## src/design/fst_pkg.sv

```systemverilog
// ----------------------------------------------------------------------------
// fst_pkg
// Shared types and constants of the fetch slot table with round-robin
// replacement.
// ----------------------------------------------------------------------------
package fst_pkg;

    localparam int SLOTS    = 32;
    localparam int TAG_BITS = 64;

    localparam int IDX_W = $clog2(SLOTS);
    localparam int CNT_W = $clog2(SLOTS + 1);

    localparam int IN_BITS  = 80;
    localparam int OUT_BITS = 24;

    localparam logic [2:0] FN_LOOKUP = 3'd0;
    localparam logic [2:0] FN_REQ    = 3'd1;
    localparam logic [2:0] FN_THUMB  = 3'd2;
    localparam logic [2:0] FN_LOADED = 3'd3;
    localparam logic [2:0] FN_FAILED = 3'd4;

    typedef struct packed {
        logic failed;
        logic loaded;
        logic thumb;
        logic req;
    } t_flags;

    typedef struct packed {
        logic [TAG_BITS-1:0] tag;
        t_flags              flags;
        logic [7:0]          fmt;
    } t_entry;

    localparam int ENTRY_W = $bits(t_entry);

    typedef enum logic [1:0] {
        ST_IDLE,
        ST_MATCH,
        ST_VICTIM,
        ST_FINISH
    } t_state;

endpackage

```

## src/design/fst_ram.sv

```systemverilog
// ----------------------------------------------------------------------------
// fst_ram
// Single-port-write, single-port-read synchronous RAM with registered read.
// ----------------------------------------------------------------------------
module fst_ram #(
    parameter int WIDTH = 8,
    parameter int DEPTH = 32
) (
    input  logic                     i_clk,
    input  logic                     i_wr_en,
    input  logic [$clog2(DEPTH)-1:0] i_wr_addr,
    input  logic [WIDTH-1:0]         i_wr_data,
    input  logic [$clog2(DEPTH)-1:0] i_rd_addr,
    output logic [WIDTH-1:0]         o_rd_data
);

    logic [WIDTH-1:0] r_mem [DEPTH];
    logic [WIDTH-1:0] r_rd_data;

    always_ff @(posedge i_clk) begin
        if (i_wr_en) begin
            r_mem[i_wr_addr] <= i_wr_data;
        end
        r_rd_data <= r_mem[i_rd_addr];
    end

    assign o_rd_data = r_rd_data;

endmodule

```

## src/design/fetch_slot_table_rr_evict_unit.sv

```systemverilog
// ----------------------------------------------------------------------------
// fetch_slot_table_rr_evict_unit
// Fully associative fetch slot table with round-robin replacement.
// ----------------------------------------------------------------------------
// Usage:
//   Slave channel (i_s_*) takes one request beat: a function code and a
//   hashed key with its qualifiers. Master channel (o_m_*) returns exactly
//   one result beat per request.
//   All slot state lives in one RAM (tag, flags, format per slot). A request
//   scans the filled slots one per cycle for a tag match; a mark request
//   that misses takes the next empty slot, or once the table is full, walks
//   one lap from the evict pointer for a slot that is not in flight.
//   The RAM read port, one slot per cycle, paces the tag scan and the victim
//   lap. One request is in progress at a time; the next request is taken
//   the cycle after the result is loaded.
//   Reset empties the table and zeroes the evict pointer; RAM contents are
//   not cleared. A stalled receiver holds the result in the output
//   register; the next request is still accepted and runs up to its
//   result, which then waits until the held beat is taken.
// ----------------------------------------------------------------------------
module fetch_slot_table_rr_evict_unit
    import fst_pkg::*;
(
    input  logic                i_clk,
    input  logic                i_rst_n,
    input  logic                i_s_tvalid,
    output logic                o_s_tready,
    // func[2:0], key_tag[66:3], key_present[67], path_present[68],
    // load_ok[69], format_code[77:70]
    input  logic [IN_BITS-1:0]  i_s_tdata,
    output logic                o_m_tvalid,
    input  logic                i_m_tready,
    // hit[0], allocated[1], refused[2], slot_index[7:3], is_requested[8],
    // is_thumb_requested[9], is_loaded[10], is_failed[11], stored_format[19:12]
    output logic [OUT_BITS-1:0] o_m_tdata
);

    t_state              r_state, n_state;
    logic [2:0]          r_func, n_func;
    logic [TAG_BITS-1:0] r_tag, n_tag;
    logic                r_key, n_key;
    logic                r_path, n_path;
    logic                r_ok, n_ok;
    logic [7:0]          r_fmt, n_fmt;
    logic [CNT_W-1:0]    r_cnt, n_cnt;
    logic [IDX_W-1:0]    r_idx, n_idx;
    logic                r_pend, n_pend;
    logic [IDX_W-1:0]    r_pend_idx, n_pend_idx;
    logic [CNT_W-1:0]    r_filled, n_filled;
    logic [IDX_W-1:0]    r_evict, n_evict;
    logic [IDX_W-1:0]    r_slot, n_slot;
    t_entry              r_entry, n_entry;
    logic                r_hit, n_hit;
    logic                r_alloc, n_alloc;
    logic                r_refused, n_refused;
    logic                r_out_valid, n_out_valid;
    logic [OUT_BITS-1:0] r_out_data, n_out_data;

    logic                is_mark;
    logic                wr_en;
    logic [IDX_W-1:0]    rd_addr;
    logic [ENTRY_W-1:0]  rd_raw;
    t_entry              rd_entry;
    t_entry              upd_entry;
    logic                evictable;
    logic [4:0]          slot_out;

    fst_ram #(
        .WIDTH(ENTRY_W),
        .DEPTH(SLOTS)
    ) u_ram (
        .i_clk    (i_clk),
        .i_wr_en  (wr_en),
        .i_wr_addr(r_slot),
        .i_wr_data(upd_entry),
        .i_rd_addr(rd_addr),
        .o_rd_data(rd_raw)
    );

    assign rd_entry  = t_entry'(rd_raw);
    assign is_mark   = r_key && (r_func >= FN_REQ) && (r_func <= FN_FAILED)
                       && !((r_func == FN_LOADED) && !r_path);
    assign evictable = !rd_entry.flags.req || rd_entry.flags.loaded
                       || rd_entry.flags.failed;

    generate
        if (IDX_W >= 5) begin : g_slot_wide
            assign slot_out = r_slot[4:0];
        end else begin : g_slot_narrow
            assign slot_out = {{(5 - IDX_W){1'b0}}, r_slot};
        end
    endgenerate

    always_comb begin
        upd_entry = r_entry;
        if (is_mark) begin
            unique case (r_func)
                FN_REQ:    upd_entry.flags.req    = 1'b1;
                FN_THUMB:  upd_entry.flags.thumb  = 1'b1;
                FN_LOADED: upd_entry.flags.loaded = r_entry.flags.loaded | r_ok;
                FN_FAILED: begin
                    upd_entry.flags.failed = 1'b1;
                    upd_entry.fmt          = r_fmt;
                end
                default: upd_entry = r_entry;
            endcase
        end
    end

    always_comb begin
        n_state     = r_state;
        n_func      = r_func;
        n_tag       = r_tag;
        n_key       = r_key;
        n_path      = r_path;
        n_ok        = r_ok;
        n_fmt       = r_fmt;
        n_cnt       = r_cnt;
        n_idx       = r_idx;
        n_pend      = 1'b0;
        n_pend_idx  = r_pend_idx;
        n_filled    = r_filled;
        n_evict     = r_evict;
        n_slot      = r_slot;
        n_entry     = r_entry;
        n_hit       = r_hit;
        n_alloc     = r_alloc;
        n_refused   = r_refused;
        n_out_valid = r_out_valid && !i_m_tready;
        n_out_data  = r_out_data;
        o_s_tready  = 1'b0;
        wr_en       = 1'b0;
        rd_addr     = r_idx;

        unique case (r_state)
            ST_IDLE: begin
                o_s_tready = 1'b1;
                if (i_s_tvalid) begin
                    n_func    = i_s_tdata[2:0];
                    n_tag     = i_s_tdata[3 +: TAG_BITS];
                    n_key     = i_s_tdata[67];
                    n_path    = i_s_tdata[68];
                    n_ok      = i_s_tdata[69];
                    n_fmt     = i_s_tdata[77:70];
                    n_cnt     = '0;
                    n_hit     = 1'b0;
                    n_alloc   = 1'b0;
                    n_refused = 1'b0;
                    n_state   = i_s_tdata[67] ? ST_MATCH : ST_FINISH;
                end
            end
            ST_MATCH: begin
                rd_addr = r_cnt[IDX_W-1:0];
                if (r_pend && (rd_entry.tag == r_tag)) begin
                    n_slot  = r_pend_idx;
                    n_entry = rd_entry;
                    n_hit   = 1'b1;
                    n_state = ST_FINISH;
                end else if (r_cnt < r_filled) begin
                    n_pend     = 1'b1;
                    n_pend_idx = r_cnt[IDX_W-1:0];
                    n_cnt      = r_cnt + 1'b1;
                end else if (!is_mark) begin
                    n_state = ST_FINISH;
                end else if (r_filled < CNT_W'(SLOTS)) begin
                    n_slot   = r_filled[IDX_W-1:0];
                    n_entry  = '{tag: r_tag, flags: '0, fmt: '0};
                    n_hit    = 1'b1;
                    n_alloc  = 1'b1;
                    n_filled = r_filled + 1'b1;
                    n_state  = ST_FINISH;
                end else begin
                    n_idx   = r_evict;
                    n_cnt   = '0;
                    n_state = ST_VICTIM;
                end
            end
            ST_VICTIM: begin
                if (r_pend && evictable) begin
                    n_slot  = r_pend_idx;
                    n_evict = (r_pend_idx == IDX_W'(SLOTS - 1)) ? '0
                                                                : r_pend_idx + 1'b1;
                    n_entry = '{tag: r_tag, flags: '0, fmt: '0};
                    n_hit   = 1'b1;
                    n_alloc = 1'b1;
                    n_state = ST_FINISH;
                end else if (r_cnt < CNT_W'(SLOTS)) begin
                    n_pend     = 1'b1;
                    n_pend_idx = r_idx;
                    n_idx      = (r_idx == IDX_W'(SLOTS - 1)) ? '0 : r_idx + 1'b1;
                    n_cnt      = r_cnt + 1'b1;
                end else begin
                    n_refused = 1'b1;
                    n_state   = ST_FINISH;
                end
            end
            ST_FINISH: begin
                if (!r_out_valid || i_m_tready) begin
                    wr_en       = r_hit && is_mark;
                    n_out_valid = 1'b1;
                    n_out_data  = '0;
                    n_out_data[2] = r_refused;
                    if (r_hit) begin
                        n_out_data[0]     = 1'b1;
                        n_out_data[1]     = r_alloc;
                        n_out_data[7:3]   = slot_out;
                        n_out_data[8]     = upd_entry.flags.req;
                        n_out_data[9]     = upd_entry.flags.thumb;
                        n_out_data[10]    = upd_entry.flags.loaded;
                        n_out_data[11]    = upd_entry.flags.failed;
                        n_out_data[19:12] = upd_entry.flags.failed ? upd_entry.fmt : 8'd0;
                    end
                    n_state = ST_IDLE;
                end
            end
            default: n_state = ST_IDLE;
        endcase
    end

    always_ff @(posedge i_clk) begin
        if (!i_rst_n) begin
            r_state     <= ST_IDLE;
            r_pend      <= 1'b0;
            r_filled    <= '0;
            r_evict     <= '0;
            r_out_valid <= 1'b0;
        end else begin
            r_state     <= n_state;
            r_pend      <= n_pend;
            r_filled    <= n_filled;
            r_evict     <= n_evict;
            r_out_valid <= n_out_valid;
        end
    end

    always_ff @(posedge i_clk) begin
        r_func     <= n_func;
        r_tag      <= n_tag;
        r_key      <= n_key;
        r_path     <= n_path;
        r_ok       <= n_ok;
        r_fmt      <= n_fmt;
        r_cnt      <= n_cnt;
        r_idx      <= n_idx;
        r_pend_idx <= n_pend_idx;
        r_slot     <= n_slot;
        r_entry    <= n_entry;
        r_hit      <= n_hit;
        r_alloc    <= n_alloc;
        r_refused  <= n_refused;
        r_out_data <= n_out_data;
    end

    assign o_m_tvalid = r_out_valid;
    assign o_m_tdata  = r_out_data;

endmodule

```

## config.mk

```make
export PLATFORM = sky130hd
export DESIGN_NAME = fetch_slot_table_rr_evict_unit
export DESIGN_NICKNAME = d
export VERILOG_FILES = /design/src/design/fst_pkg.sv /design/src/design/fst_ram.sv /design/src/design/fetch_slot_table_rr_evict_unit.sv
export SDC_FILE = /design/constraint.sdc
export NUM_CORES = 2
export LEC_CHECK = 0
export ABC_CLOCK_PERIOD_IN_PS = 17300
export BUFFER_PORTS_ARGS = -buffer_cell sky130_fd_sc_hd__buf_2
export CORE_MARGIN = 5
export CORE_UTILIZATION = 65
export DETAILED_ROUTE_END_ITERATION = 16
export PLACE_DENSITY_LB_ADDON = 0.3
export SLEW_MARGIN = 0
export SYNTH_ARGS = -nofsm -noshare
export SYNTH_HDL_FRONTEND = slang
export SYNTH_SLANG_ARGS = --single-unit
```

## constraint.sdc

```tcl
create_clock -name i_clk -period 17.3 [get_ports i_clk]
set_input_delay 1.73 -clock i_clk [delete_from_list [all_inputs] [get_ports i_clk]]
set_output_delay 1.73 -clock i_clk [all_outputs]
set_load 0.01 [all_outputs]
```

==> flow_summary.toml <==
[clock_network]
cts_buffer_depth = 4
cts_root_buf = "clkbuf_16"
post_cts_resized = 0
htree_levels = 5
clkSlewWorstSetupHoldPaths_ns = 0.06
cts_buffers = 277
post_cts_buffers = 0
postCtsHoldBufs = 0
numClockSinks = 2721
tritoncts = "yes"
clock_latency_ns = 0.92

[outcome]
status = "finished, final reports clean"

[job]
cap_viol_max_count = 0

[layout]
area_delta_synth_final_pct = 11.2
final_util_pct = 72.7
final_layout_size_suffix_gt1_share_pct = 22.6
fin_nets = 5459

[critical_path]
r2r_slack_ns = 11.74
crit_top_cell = "buf_4"
path_delay_family = "buffers and inverters"
crit_arrival_ns = 6.35
r2r-end = "u_ram.o_rd_data[48]"
end_kind = "flip-flop"
criticalPathCategory = "reg2reg"
cp_num_buf_inv = 6
path_depth = 13
crit_start = "r_state[1]"
crit_end = "u_ram.o_rd_data[48]"
cp-start-kind = "flip-flop"
crit_slowest_cell = "buf_4"
timing.rr.start = "r_state[1]"
crit_path_max_incr_delay_ns = 0.80
crit_fanout = 112
reg2reg_depth = 13
critPathRequiredTime_ns = 18.08
cp_cell_sequence = "inv_1 > ha_1 > buf_4 > mux2i_4 > buf_12 > buf_4 > buf_12 > buf_4 > mux4_2 > nand2_1 > nand3_1 > nand3_1 > nand2_1"

[synthesis]
syn_area_um2 = 103000
yosys_register_bits = 2721
synth_area_leaders = "edfxtp_1 76%, mux4_2 13%, nand2_1 2.6%"
ys.warnings.count = 0
synth_commonest_cells = "2630 x edfxtp_1, 717 x nand2_1, 608 x mux4_2"
yosys.area.top_type = "edfxtp_1"
synth_cell_types = 50
synth.most_common_cell = "edfxtp_1"
synth_area_per_cell_um2 = 19.9
synth_seq_area_share_pct = 78.1
synth_top_area_share_pct = 76.3
synthArstFlopShare_pct = 0
synth_edf_count = 2630
synthCells = 5202
synth_ff_type = "edfxtp_1"

[global_route]
grtUsageTotal_pct = 32.0
grt_pass1_wl_um = 382000
grt_overflow = 0
grt_max_degree = 152
grt_pass1_vias = 54400
antenna_found_initial = 3

[place]
post-place-ws_ns = 10.97
dp_hpwl_um = 125000
port_buffers = 103
gp_congestion = 0.801

[drt]
drtAntennaViolNets = 0
drt_iter0_markers = 8541
wirelength_um = 265000
firstDrtPassIters = 5
route.vias.total = 53700
drcViolationCount = 0
via_per_inst = 7.03
wl_per_cell_um = 34.7

[sta]
maxSlewHeadroom_pct = 20.6
fmax_mhz = 180
clock_skew_ns = 0.0675
worstMarginPinSlew_ns = 1.19
finalSetupTns_ns = 0
setup_ws_ns = 11.74
final-max-slew-violation-count = 0
holdWs_ns = 0.418
rsz0062_at_grt = "false"
fin_crit_sh_pct = 32.2
setup_viol = 0
min_period_ns = 5.56
hold_viol_final = 0

[die]
num_io_pins = 110
dieArea_um2 = 167000
row_count = 146
start_util_pct = 65.3
die_w_um = 409
die_h_um = 409
core_area_um2 = 158000

[min_path]
holdCritPathClass = "reg2reg"

[power]
p_per_area_nw_per_um2 = 185
vdd_ir_drop_max_v = 0.000326
leakagePower_uw = 0.0373
[flip-flops by register name, indices dropped and copies added, names as in the netlist, 2 cells and up]
name	count
u_ram.r_mem	2432
r_entry	76
u_ram.o_rd_data	76
r_tag	64
o_m_tdata	20
r_fmt	8
r_cnt	6
r_filled	6
r_evict	5
r_idx	5
r_pend_idx	5
r_slot	5
r_func	3
r_state	2
[kinds of logic after synthesis]
logic type / Yosys count / share of synthesized area, %
DFF: 2721 / 78.1
AOI/OAI and AO/OA: 40 / 0.258
and+or+nand+nor: 1370 / 5.85
muxes: 643 / 13.6
adders and majority gates: 15 / 0.181
buffers and inverters: 346 / 1.47
other: 1 / 0.00362
xor gates and xnor gates: 66 / 0.559
[per-stage QoR]
stage          power (uW)  std cells  cell area (um2)
6_report            21300       7635           115000
3_5_place_dp        15400       7153           106000
3_3_place_gp        15300       7153           106000
2_1_floorplan       13500       5205           104000
4_1_cts             21300       7631           115000
5_1_grt             22100       7631           115000
[worst reg2reg max path: stages, from the launching register on]
cell and delay (ns):
dfxtp_1 0.35, inv_1 0.09, ha_1 0.15, buf_4 0.32
mux2i_4 0.32, buf_12 0.68, buf_4 0.80, buf_12 0.64
buf_4 1.03, mux4_2 0.65, nand2_1 0.09, nand3_1 0.11
nand3_1 0.19, nand2_1 0.08
[layer usage]
metal / vias to the layer above / global-route usage, % / routed length [um]
met5: - / 0 / 0
li1: 21000 / - / -
met1: 27500 / 43.7 / 89400
met4: 0 / 13.2 / 12400
met3: 751 / 8.00 / 34800
met2: 4411 / 50.6 / 129000
[where the power goes]
group / total [uW] / switching (uW) / internal [uW]
logic: 6130 / 3700 / 2430
registers: 9360 / 824 / 8530
clock network: 5810 / 2410 / 3400
[cells in the final DEF, fill, tap and decap left out, drive strengths merged, types with 2 or more instances in the layout]
master,count
edfxtp,2630
nand2,717
mux4,608
nand3,481
clkbuf,365
buf,207
dfxtp,91
clkinv,86
xnor2,55
nor2,50
mux2,25
nand4,22
and2,22
nand2b,21
bufinv,20
and3,20
inv,16
ha,15
nor2b,13
xor2,11
mux2i,10
a21oi,9
o21ai,9
nor3,7
nor4,7
clkinvlp,6
diode,4
conb,4
o21a,3
a21boi,3
o2111ai,3
a2111oi,2
o22ai,2
o211ai,2
and3b,2
or2,2
[how the worst min path moves through the flow]
stage          slack, ns           end  cells after the start      start
6_report            0.42  o_m_tdata[2]                      0  r_refused
4_1_cts             0.42  o_m_tdata[2]                      0  r_refused
5_1_grt             0.42  o_m_tdata[2]                      0  r_refused
2_1_floorplan       0.40  o_m_tdata[2]                      0  r_refused
3_3_place_gp        0.40  o_m_tdata[2]                      0  r_refused
3_5_place_dp        0.40  o_m_tdata[2]                      0  r_refused
[cell type report]
| type | count | area, um2 |
|---|---|---|
| Clock inverter | 113 | 1050 |
| Multi-Input combinational cell | 2138 | 21500 |
| Inverter | 15 | 56.3 |
| Tap cell | 2072 | 2590 |
| Clock buffer | 365 | 7660 |
| Antenna cell | 4 | 10.0 |
| Fill cell | 8480 | 43300 |
| Sequential cell | 2721 | 80800 |
| Timing Repair Buffer | 207 | 1360 |
(Power assumes the default switching activity.)
